**src/hw/rtl/bpc_pkg.sv**
```systemverilog
// Shared types, constants and helpers for the button press classifier.
`timescale 1ns / 1ps
package bpc_pkg;

  localparam int unsigned OUT_BUTTONS = 4;
  localparam int unsigned KNOB_COUNT  = 4;
  localparam int unsigned MASK_W      = 4;
  localparam int unsigned STAMP_W     = 32;
  localparam int unsigned THRESH_W    = 16;
  localparam int unsigned RAW_W       = 10;
  localparam int unsigned SCALED_W    = 16;
  localparam int unsigned CFG_INDEX_W = 2;

  localparam logic [RAW_W:0] KNOB_DIVISOR = 11'd1023;

  localparam logic [THRESH_W-1:0] LONG_RESET = 16'd500;
  localparam logic [THRESH_W-1:0] HOLD_RESET = 16'd1000;

  typedef enum logic [CFG_INDEX_W-1:0] {
    REG_LONG_PRESS = 2'd0,
    REG_HOLD_PRESS = 2'd1
  } cfg_reg_e;

  typedef enum logic [1:0] {
    CLASS_NONE  = 2'd0,
    CLASS_SHORT = 2'd1,
    CLASS_LONG  = 2'd2,
    CLASS_HOLD  = 2'd3
  } press_class_e;

  // Per-lane strobes for one accepted beat.
  typedef struct packed {
    logic accept;
    logic rise;
    logic fall;
  } lane_ctrl_t;

  // floor(raw * 65535 / 1023) = 64 * raw + floor(63 * raw / 1023).
  // The small quotient uses x = 1024 * q0 + lo = 1023 * q0 + (q0 + lo),
  // and q0 + lo stays below twice the divisor, so one correction suffices.
  function automatic logic [SCALED_W-1:0] knob_scale(input logic [RAW_W-1:0] raw);
    logic [15:0]    x;
    logic [5:0]     q0;
    logic [RAW_W:0] rem;
    logic [5:0]     q;
    x   = ({6'd0, raw} << 6) - {6'd0, raw};
    q0  = x[15:10];
    rem = {1'b0, x[9:0]} + {5'd0, q0};
    if (rem >= KNOB_DIVISOR) begin
      q = q0 + 6'd1;
    end else begin
      q = q0;
    end
    return {raw, 6'd0} + {10'd0, q};
  endfunction

endpackage

```
**src/hw/rtl/bpc_button_lane.sv**
```systemverilog
// One button lane: edge stamps, pair tracking and press classification.
`timescale 1ns / 1ps
module bpc_button_lane (
  input  logic                                clk_i,
  input  logic                                rst_ni,
  input  bpc_pkg::lane_ctrl_t                 ctrl_i,
  input  logic [bpc_pkg::STAMP_W-1:0]         now_ms_i,
  input  logic [bpc_pkg::THRESH_W-1:0]        long_press_ms_i,
  input  logic [bpc_pkg::THRESH_W-1:0]        hold_press_ms_i,
  output bpc_pkg::press_class_e               press_class_o
);

  logic [bpc_pkg::STAMP_W-1:0] press_stamp_q, press_stamp_d;
  logic [bpc_pkg::STAMP_W-1:0] release_stamp_q, release_stamp_d;
  logic                        press_valid_q, release_valid_q;
  logic                        press_valid_d, release_valid_d;
  bpc_pkg::press_class_e       last_class_q, class_d;
  logic [bpc_pkg::STAMP_W-1:0] duration, held;

  always_comb begin
    press_stamp_d   = ctrl_i.rise ? now_ms_i : press_stamp_q;
    release_stamp_d = ctrl_i.fall ? now_ms_i : release_stamp_q;
    press_valid_d   = press_valid_q | ctrl_i.rise;
    release_valid_d = release_valid_q | ctrl_i.fall;
    duration        = release_stamp_d - press_stamp_d;
    held            = now_ms_i - press_stamp_d;
    class_d         = bpc_pkg::CLASS_NONE;
    if (press_valid_d && release_valid_d) begin
      // a pair closes: report unless the press was already reported as hold
      if (last_class_q == bpc_pkg::CLASS_HOLD) begin
        class_d = bpc_pkg::CLASS_NONE;
      end else if (duration < {16'd0, long_press_ms_i}) begin
        class_d = bpc_pkg::CLASS_SHORT;
      end else begin
        class_d = bpc_pkg::CLASS_LONG;
      end
      press_valid_d   = 1'b0;
      release_valid_d = 1'b0;
    end else if (press_valid_d && (held > {16'd0, hold_press_ms_i})) begin
      class_d = bpc_pkg::CLASS_HOLD;
    end
  end

  assign press_class_o = class_d;

  always_ff @(posedge clk_i or negedge rst_ni) begin
    if (!rst_ni) begin
      press_valid_q   <= 1'b0;
      release_valid_q <= 1'b0;
      last_class_q    <= bpc_pkg::CLASS_NONE;
    end else if (ctrl_i.accept) begin
      press_valid_q   <= press_valid_d;
      release_valid_q <= release_valid_d;
      last_class_q    <= class_d;
    end
  end

  // stamps are read only while their valid flag is set
  always_ff @(posedge clk_i) begin
    if (ctrl_i.accept) begin
      press_stamp_q   <= press_stamp_d;
      release_stamp_q <= release_stamp_d;
    end
  end

endmodule

```
**src/hw/rtl/button_press_classifier.sv**
```systemverilog
// Button press classifier top level: button lanes, knob scaling, output register.
// Each accepted input beat gives its result beat on the outputs the next cycle.
// Throughput: one beat per cycle unless a result stalls; each button has its own
// lane, all in one stage. The output register refills in the cycle it drains; a
// stalled result holds the input off while it waits.
// Reset (async, active low) clears lane flags, last classes and the output valid;
// thresholds return to 500 ms (long) and 1000 ms (hold).
`timescale 1ns / 1ps
module button_press_classifier #(
  parameter int unsigned BUTTON_COUNT = 4
) (
  input  logic                              clk_i,
  input  logic                              rst_ni,
  // configuration write channel
  input  logic                              cfg_valid_i,
  output logic                              cfg_ready_o,
  input  logic [bpc_pkg::CFG_INDEX_W-1:0]   cfg_index_i,
  input  logic [bpc_pkg::THRESH_W-1:0]      cfg_data_i,
  // input beat
  input  logic                              in_valid_i,
  output logic                              in_stall_o,
  input  logic [bpc_pkg::MASK_W-1:0]        rising_mask_i,
  input  logic [bpc_pkg::MASK_W-1:0]        falling_mask_i,
  input  logic [bpc_pkg::STAMP_W-1:0]       now_ms_i,
  input  logic [bpc_pkg::RAW_W-1:0]         knob_raw_0_i,
  input  logic [bpc_pkg::RAW_W-1:0]         knob_raw_1_i,
  input  logic [bpc_pkg::RAW_W-1:0]         knob_raw_2_i,
  input  logic [bpc_pkg::RAW_W-1:0]         knob_raw_3_i,
  // result beat
  output logic                              out_valid_o,
  input  logic                              out_stall_i,
  output logic [1:0]                        press_class_0_o,
  output logic [1:0]                        press_class_1_o,
  output logic [1:0]                        press_class_2_o,
  output logic [1:0]                        press_class_3_o,
  output logic [bpc_pkg::SCALED_W-1:0]      knob_scaled_0_o,
  output logic [bpc_pkg::SCALED_W-1:0]      knob_scaled_1_o,
  output logic [bpc_pkg::SCALED_W-1:0]      knob_scaled_2_o,
  output logic [bpc_pkg::SCALED_W-1:0]      knob_scaled_3_o
);

  // Buttons past the mask width never see an edge and never reach a port,
  // so only the first four get a lane.
  localparam int unsigned LANES =
    (BUTTON_COUNT < bpc_pkg::OUT_BUTTONS) ? BUTTON_COUNT : bpc_pkg::OUT_BUTTONS;

  logic [bpc_pkg::THRESH_W-1:0] long_press_q, hold_press_q;
  logic                         accept;
  logic                         out_valid_q;

  bpc_pkg::press_class_e        lane_class [bpc_pkg::OUT_BUTTONS];
  bpc_pkg::press_class_e        class_q    [bpc_pkg::OUT_BUTTONS];
  logic [bpc_pkg::RAW_W-1:0]    knob_raw   [bpc_pkg::KNOB_COUNT];
  logic [bpc_pkg::SCALED_W-1:0] knob_q     [bpc_pkg::KNOB_COUNT];

  // ---------------------------------------------------------------------------
  // Configuration: always ready, unknown indexes drop silently.
  // ---------------------------------------------------------------------------
  assign cfg_ready_o = 1'b1;

  always_ff @(posedge clk_i or negedge rst_ni) begin
    if (!rst_ni) begin
      long_press_q <= bpc_pkg::LONG_RESET;
      hold_press_q <= bpc_pkg::HOLD_RESET;
    end else if (cfg_valid_i && cfg_ready_o) begin
      unique case (cfg_index_i)
        bpc_pkg::REG_LONG_PRESS: long_press_q <= cfg_data_i;
        bpc_pkg::REG_HOLD_PRESS: hold_press_q <= cfg_data_i;
        default: ;
      endcase
    end
  end

  // ---------------------------------------------------------------------------
  // Handshake: take a new beat whenever the output register is empty or is
  // being drained in this same cycle.
  // ---------------------------------------------------------------------------
  assign in_stall_o = out_valid_q && out_stall_i;
  assign accept     = in_valid_i && !in_stall_o;

  // ---------------------------------------------------------------------------
  // Button lanes, one per button, all updating on the same beat.
  // ---------------------------------------------------------------------------
  for (genvar b = 0; b < bpc_pkg::OUT_BUTTONS; b++) begin : g_btn
    if (b < LANES) begin : g_lane
      bpc_pkg::lane_ctrl_t ctrl;
      assign ctrl.accept = accept;
      assign ctrl.rise   = rising_mask_i[b];
      assign ctrl.fall   = falling_mask_i[b];

      bpc_button_lane u_lane (
        .clk_i           (clk_i),
        .rst_ni          (rst_ni),
        .ctrl_i          (ctrl),
        .now_ms_i        (now_ms_i),
        .long_press_ms_i (long_press_q),
        .hold_press_ms_i (hold_press_q),
        .press_class_o   (lane_class[b])
      );
    end else begin : g_none
      // no button here: report none forever
      assign lane_class[b] = bpc_pkg::CLASS_NONE;
    end
  end

  // ---------------------------------------------------------------------------
  // Knob scaling, one scaler per knob.
  // ---------------------------------------------------------------------------
  assign knob_raw[0] = knob_raw_0_i;
  assign knob_raw[1] = knob_raw_1_i;
  assign knob_raw[2] = knob_raw_2_i;
  assign knob_raw[3] = knob_raw_3_i;

  // ---------------------------------------------------------------------------
  // Merge: gather lane classes and scaled knobs into the output register.
  // ---------------------------------------------------------------------------
  always_ff @(posedge clk_i or negedge rst_ni) begin
    if (!rst_ni) begin
      out_valid_q <= 1'b0;
    end else if (accept) begin
      out_valid_q <= 1'b1;
    end else if (!out_stall_i) begin
      out_valid_q <= 1'b0;
    end
  end

  always_ff @(posedge clk_i) begin
    if (accept) begin
      for (int b = 0; b < bpc_pkg::OUT_BUTTONS; b++) begin
        class_q[b] <= lane_class[b];
      end
      for (int k = 0; k < bpc_pkg::KNOB_COUNT; k++) begin
        knob_q[k] <= bpc_pkg::knob_scale(knob_raw[k]);
      end
    end
  end

  assign out_valid_o     = out_valid_q;
  assign press_class_0_o = class_q[0];
  assign press_class_1_o = class_q[1];
  assign press_class_2_o = class_q[2];
  assign press_class_3_o = class_q[3];
  assign knob_scaled_0_o = knob_q[0];
  assign knob_scaled_1_o = knob_q[1];
  assign knob_scaled_2_o = knob_q[2];
  assign knob_scaled_3_o = knob_q[3];

`ifndef SYNTHESIS
  // every accepted beat shows up as a result on the next cycle
  a_accept_gives_result: assert property (@(posedge clk_i) disable iff (!rst_ni)
    in_valid_i && !in_stall_o |=> out_valid_o)
    else $error("accepted beat did not produce a result");

  // a full output register that is not drained must block the input side
  a_full_blocks_input: assert property (@(posedge clk_i) disable iff (!rst_ni)
    out_valid_o && out_stall_i |-> in_stall_o)
    else $error("input accepted while result is stalled");

  // ports without a button behind them report none
  a_unused_button_none: assert property (@(posedge clk_i) disable iff (!rst_ni)
    out_valid_o |-> (BUTTON_COUNT > 1 || press_class_1_o == bpc_pkg::CLASS_NONE) &&
                    (BUTTON_COUNT > 2 || press_class_2_o == bpc_pkg::CLASS_NONE) &&
                    (BUTTON_COUNT > 3 || press_class_3_o == bpc_pkg::CLASS_NONE))
    else $error("class reported for a missing button");
`endif

endmodule

```
**config.mk**
```make
export PLATFORM = sky130hd
export DESIGN_NAME = button_press_classifier
export DESIGN_NICKNAME = d
export VERILOG_FILES = /design/src/hw/rtl/bpc_pkg.sv /design/src/hw/rtl/bpc_button_lane.sv /design/src/hw/rtl/button_press_classifier.sv
export SDC_FILE = /design/constraint.sdc
export NUM_CORES = 1
export LEC_CHECK = 0
export BUFFER_PORTS_ARGS = -buffer_cell sky130_fd_sc_hd__buf_2
export CAP_MARGIN = 10
export CORE_MARGIN = 2
export CORE_UTILIZATION = 58
export CTS_CLUSTER_DIAMETER = 60
export CTS_CLUSTER_SIZE = 8
export DETAILED_ROUTE_END_ITERATION = 8
export MAX_ROUTING_LAYER = met4
export PLACE_DENSITY_LB_ADDON = 0.08
export SETUP_SLACK_MARGIN = 0.02
export SYNTH_ARGS = -nofsm -noshare
export SYNTH_HDL_FRONTEND = slang
export SYNTH_HIERARCHICAL = 1
export SYNTH_SLANG_ARGS = --single-unit
```
**constraint.sdc**
```tcl
create_clock -name clk_i -period 16.64 [get_ports clk_i]
set_input_delay 0 -clock clk_i [delete_from_list [all_inputs] [get_ports clk_i]]
set_output_delay 0 -clock clk_i [all_outputs]
set_load 0.1 [all_outputs]
```
# After elaboration in Yosys (flattened, before gate mapping)
# Memory sizes are Yosys's and may differ from the RTL's.
# Cells that the tools add are included.
[word_totals]
reg_bits = 305
latch_bits = 0
ramBits = 72
rom_bits = 0
inputBits = 103
out_inout_bits = 75
elab_cells = 133
mem_count = 2
[classes]
n_addsub = 24
mul = 0
div_mod_pow = 0
order_cmp = 12
eq_ne = 6
shift = 0
mux = 44
bitwise = 8
reduce_logical = 14
[mem_list]
columns = ["memory", "depth", "width", "rd", "rd_clocked_by_memory_dff", "write_ports", "line_no", "source"]
rows = [
  ["knob_q", 4, 16, 4, 0, 4, "button_press_classifier.sv:54", "logic [bpc_pkg::SCALED_W-1:0] knob_q [bpc_pkg::KNOB_COUNT];"],
  ["class_q", 4, 2, 4, 0, 4, "button_press_classifier.sv:52", "bpc_pkg::press_class_e class_q [bpc_pkg::OUT_BUTTONS];"],
]
[ops]
columns = ["cell", "n"]
rows = [
  ["$mux 32", 8],
  ["$sub 32x32->32", 8],
  ["$gt 32x16->1", 4],
  ["$lt 32x16->1", 4],
  ["$add 16x6->16", 4],
  ["$sub 16x10->16", 4],
  ["$mux 6", 8],
  ["$add 10x6->11", 4],
  ["$ge 11x10->1 const B", 4],
  ["$mux 2", 16],
  ["$add 6x1->6 const B", 4],
  ["$mux 1", 12],
  ["$logic_and 1x1->1", 10],
  ["$eq 2x2->1 const B", 4],
  ["$or 1x1->1", 8],
  ["$reduce_and 2->1", 2],
  ["$eq 2x1->1 const B", 1],
  ["$logic_not 2->1", 1],
  ["$ne 2x1->1 const B", 1],
  ["$logic_not 1->1", 1],
]

# Depth between registers and ports, before layout
[depth]
word_depth = 6
depth_mapped = 24

# Cells and area by module
# Netlist, hierarchy kept.
[modules_own_cells]
columns = ["mod", "n_inst", "cells_per_inst", "area_per_inst_um2"]
rows = [
  ["bpc_button_lane (g_btn[0].g_lane.u_lane ...)", 2, 848, 7514.7],
  ["bpc_button_lane (g_btn[3].g_lane.u_lane)", 1, 845, 7584.8],
  ["bpc_button_lane (g_btn[1].g_lane.u_lane)", 1, 862, 7561.0],
  ["button_press_classifier", 1, 701, 7310.8],
]

# Least setup slack after synthesis
# No wires, ideal clock.
[synth_path]
path_kind = "register to register"
from = "register out_valid_q (netlist: out_valid_o)"
to = "register g_btn[3].g_lane.u_lane.press_valid_q"
setup_time_ps = 145
t_arrival_ps = 18566
path_slack_ps = -2071
stages_incl_launch_ff = 4
cell_sequence = "dfrtp_1 and2_1 nor2b_1 mux2_2"
[synth_via]
elab_chain_len = 3
[synth_lines]
columns = ["item", "line_no", "source"]
rows = [
  ["from (decl)", "button_press_classifier.sv:49", "logic out_valid_q;"],
  ["from (signal assigned)", "button_press_classifier.sv:119", "out_valid_q <= 1'b0;"],
  ["from (signal assigned)", "button_press_classifier.sv:121", "out_valid_q <= 1'b1;"],
  ["from (signal assigned)", "button_press_classifier.sv:123", "out_valid_q <= 1'b0;"],
  ["$logic_and 1x1->1", "button_press_classifier.sv:78", "assign in_stall_o = out_valid_q && out_stall_i;"],
  ["via in_stall_o", "button_press_classifier.sv:21", "output logic in_stall_o,"],
  ["$logic_not 1->1", "button_press_classifier.sv:79", "assign accept = in_valid_i && !in_stall_o;"],
  ["$logic_and 1x1->1", "button_press_classifier.sv:79", ""],
  ["via accept", "button_press_classifier.sv:48", "logic accept;"],
  ["to (signal assigned)", "bpc_button_lane.sv:52", "press_valid_q <= press_valid_d;"],
  ["to (decl)", "bpc_button_lane.sv:15", "logic press_valid_q, release_valid_q;"],
]
# The timed path passes the listed nets, and every way through them passes these cells.
# A chain may end at the register's enable or synchronous reset.

==> implementation parameters <==
Parameter                              Value

Outcome
  Outcome ... finished clean

Clock tree
  Number of levels in the clock H-tree ... 2
  Clock insertion delay at the later pin of the skew report ... 0.63 ns
  Post-CTS setup buffers ... 0
  Clock edge transition at the registers on the reported setup and hold paths ... 0.06 ns
  Clock root buffer master ... sky130_fd_sc_hd__clkbuf_16
  Number of gates resized after CTS ... 0
  Clock tree from TritonCTS ... yes
  Num CTS Buffers ... 61
  Clk sink count ... 377
  Number of buffers added to fix hold violations after cts ... 63
  Max Root-Sink Buffers ... 3

Logic synthesis
  Largest cells by area after synthesis ... sky130_fd_sc_hd__edfxtp_1 26%, sky130_fd_sc_hd__ha_1 14%, sky130_fd_sc_hd__mux2_2 5.0%, sky130_fd_sc_hd__a21oi_1 4.5%, sky130_fd_sc_hd__mux2i_1 4.0%
  Average cell area after synthesis ... 9.13 um^2
  Synth unique cells ... 124
  Share of flip-flops with an asynchronous set or reset after synthesis ... 13.0%
  Number of flops mapped to enable cells by yosys ... 328
  Post-Syn Nets ... 4631
  Netlist area before placement ... 0.0375 mm^2
  Total of flip-flops plus latches after synthesis ... 377
  Number of instances in the synthesized netlist ... 4104
  Yosys warnings ... 6
  Most common cell in the synthesized netlist ... sky130_fd_sc_hd__ha_1
  Post-synth top cells ... 416 x sky130_fd_sc_hd__ha_1, 362 x sky130_fd_sc_hd__inv_1, 338 x sky130_fd_sc_hd__a21oi_1
  Commonest register cell after synthesis ... sky130_fd_sc_hd__edfxtp_1
  Area fraction of the dominant cell type after synthesis ... 26.3%
  Cell type with the highest aggregate area in the netlist ... sky130_fd_sc_hd__edfxtp_1
  Part of the Yosys area used for sequential elements ... 29.6%

GRT
  Initial antenna violation count ... 1
  Total routing resource utilization after global routing ... 34.1%
  Wire length of the first global-routing pass ... 174 mm
  Largest net degree at the start of global routing ... 151
  Via count of the first global-routing pass ... 31178
  Overflow left after global routing ... 0

STA
  Final setup fails ... 0
  Clock skew after layout ... 0.0221 ns
  Worst Hold Slack ... 0.0457 ns
  Headroom to the max-slew limit ... 24.5%
  Fraction of the cycle the final worst path needs ... 34.6%
  Hold Vio Cnt, Final ... 0
  Highest achievable clock rate ... 0.174 GHz
  Worst slew pin tran ... 1.10 ns
  Max-slew violation count ... 0
  Post-layout minimum cycle time ... 5.75 ns
  Setup total negative slack ... 0 ns
  RSZ-0062 raised after global routing ... false

Power and ir drop
  Maximum ir drop on the vdd rail ... 0.0000995 V
  Leakage Power ... 17.8 nW
  Total power per unit cell area ... 101 mW/mm^2

Hold path
  Cell depth of the worst min-delay path ... 4
  Class of the tightest hold or removal check ... in -> reg

Setup path
  Worst-path cell chain ... mux2i_1 > inv_1 > fa_1 > nand2b_1 > a21o_1 > nand2_1 > nor2_1 > o21ai_0 > a41o_1 > a21oi_1 > xnor2_1 > ha_1 > nand4_1 > or4_1 > or3_1 > a221oi_1 > o2111ai_1 > a2111oi_0 > nand4_1 > o21ai_1 > nand2_1
  Endpoint type of the worst setup path ... flip-flop
  Critical path type ... reg -> reg
  Worst reg-to-reg path cell count ... 21
  CP Data Arrival Time ... 6.12 ns
  CP max-delay cell ... sky130_fd_sc_hd__or4_1
  Maximum net fanout on the critical path ... 4
  Critical path launch point type ... flip-flop
  Delay of the slowest cell on the worst path ... 0.56 ns
  WP data required ... 17.01 ns

Floorplanning
  Top Ports ... 178
  Die width ... 258 um
  Row count ... 93
  Core ar. ... 0.0642 mm^2
  Vertical die dimension ... 258 um
  Die Footprint ... 0.0667 mm^2
  Effective utilization at floorplan ... 58.4%

Placed design
  Final HPWL DP ... 83.0 mm
  Final weighted congestion in routability-driven placement ... 1.00
  Buffers added on ports ... 176

Final layout
  End-of-flow core utilization ... 64.7%
  Antenna diode instance count ... 0
  Net count reported at finish ... 4837
  Layout overhead on the synthesized area ... 10.9%
  Proportion of layout cells with a drive suffix above 1 ... 12.9%

Route
  Number of nets with antenna violations after routing ... 0
  Overall via count from detail_route ... 33045
  Final WL ... 113 mm
  Number of DRC violations after detailed-routing iteration 0 ... 2789
  Vias per cell ... 6.34
  Post-detailed-route wirelength per cell ... 21.7 um
  DRC ... 0
  Length of the first detailed-routing pass in iterations ... 6

Flow run
  Max-cap viol count ... 0
-- through the flow --
step	total power [W]	area, um^2	instances	setup WS, ns
after floorplan	0.00250	37500	4104	4.98
after global placement	0.00291	39000	5039	10.67
after detailed placement	0.00293	39000	5039	10.54
after CTS	0.00417	41600	5215	10.91
after global routing	0.00443	41600	5215	10.46
final	0.00419	41600	5215	10.89
-- critical path: cells and delay by family, from the launching register on --
kind,cells,cell delay [ns]
xor+xnor,1,0.13
flops,1,0.38
fa+ha+maj,2,0.78
compound gates,8,2.01
simple gates,8,1.68
buf+inv,1,0.15
mux,1,0.34
-- cell type report --
cell class,count,area [um^2]
clock buffer,98,1730
clock inverter,15,205
fill,5504,22700
inverter,363,1360
multi-input combinational,3254,24500
sequential,377,11100
tap,855,1070
timing repair buffer,253,1640
-- power by group --
part           switching, W  internal (W)
sequential        0.0000906       0.00113
clock              0.000458      0.000766
combinational       0.00107      0.000668
total               0.00162       0.00256
-- sequential cells by signal (all words and copies together) (netlist names) --
register / cells
g_btn.g_lane.u_lane/release_valid_q: 4
long_press_q: 16
g_btn.g_lane.u_lane/press_valid_q: 4
g_btn.g_lane.u_lane/press_stamp_q: 128
g_btn.g_lane.u_lane/release_stamp_q: 128
out_valid_o: 1
hold_press_q: 16
g_btn.g_lane.u_lane/last_class_q: 8
knob_q: 64
class_q: 8
-- placed cells by master (no fill, tap or decap), types with 167 or more instances in the layout --
cell,n
sky130_fd_sc_hd__xnor2_1,167
sky130_fd_sc_hd__mux2_2,167
sky130_fd_sc_hd__inv_1,362
sky130_fd_sc_hd__o21ai_0,181
sky130_fd_sc_hd__nand2_1,314
sky130_fd_sc_hd__buf_2,176
sky130_fd_sc_hd__nor2_1,242
sky130_fd_sc_hd__edfxtp_1,328
sky130_fd_sc_hd__ha_1,416
sky130_fd_sc_hd__a21oi_1,338
-- metal layers --
metal	part of all wire, %	wire length (um)	GRT usage, %
met2	45	50500	53.0
met5	0	0	-
met3	8.1	9190	4.46
met4	3.9	4390	12.3
met1	43	49200	45.6
-- cells by family (layout without fill, tap and decap cells) --
group                      Yosys count  after routing  share of synthesized area (%)
muxes                              318            318                           9.06
and+or+nand+nor                   1100           1100                           15.0
buffers and inverters              473            729                           5.15
xor gates and xnor gates           260            260                           6.09
adders and majority gates          424            424                           14.3
AOI/OAI and AO/OA                 1151           1151                           20.8
other                                1              1                         0.0100
DFF                                377            377                           29.6
-- worst paths after layout --
kind,from,endpoint,slack (ns)
max,g_btn[3].g_lane.u_lane/press_stamp_q[1],class_q[3][0],10.89
min,falling_mask_i[3],g_btn[3].g_lane.u_lane/release_valid_q,0.05
max reg2reg,g_btn[3].g_lane.u_lane/press_stamp_q[1],class_q[3][0],10.89
min reg2reg,g_btn[2].g_lane.u_lane/release_valid_q,g_btn[2].g_lane.u_lane/press_valid_q,0.49
max in group asynchronous,rst_ni,g_btn[3].g_lane.u_lane/release_valid_q,16.01
min in group asynchronous,rst_ni,hold_press_q[4],0.07
No activity file was read; power rests on OpenSTA's default activity.
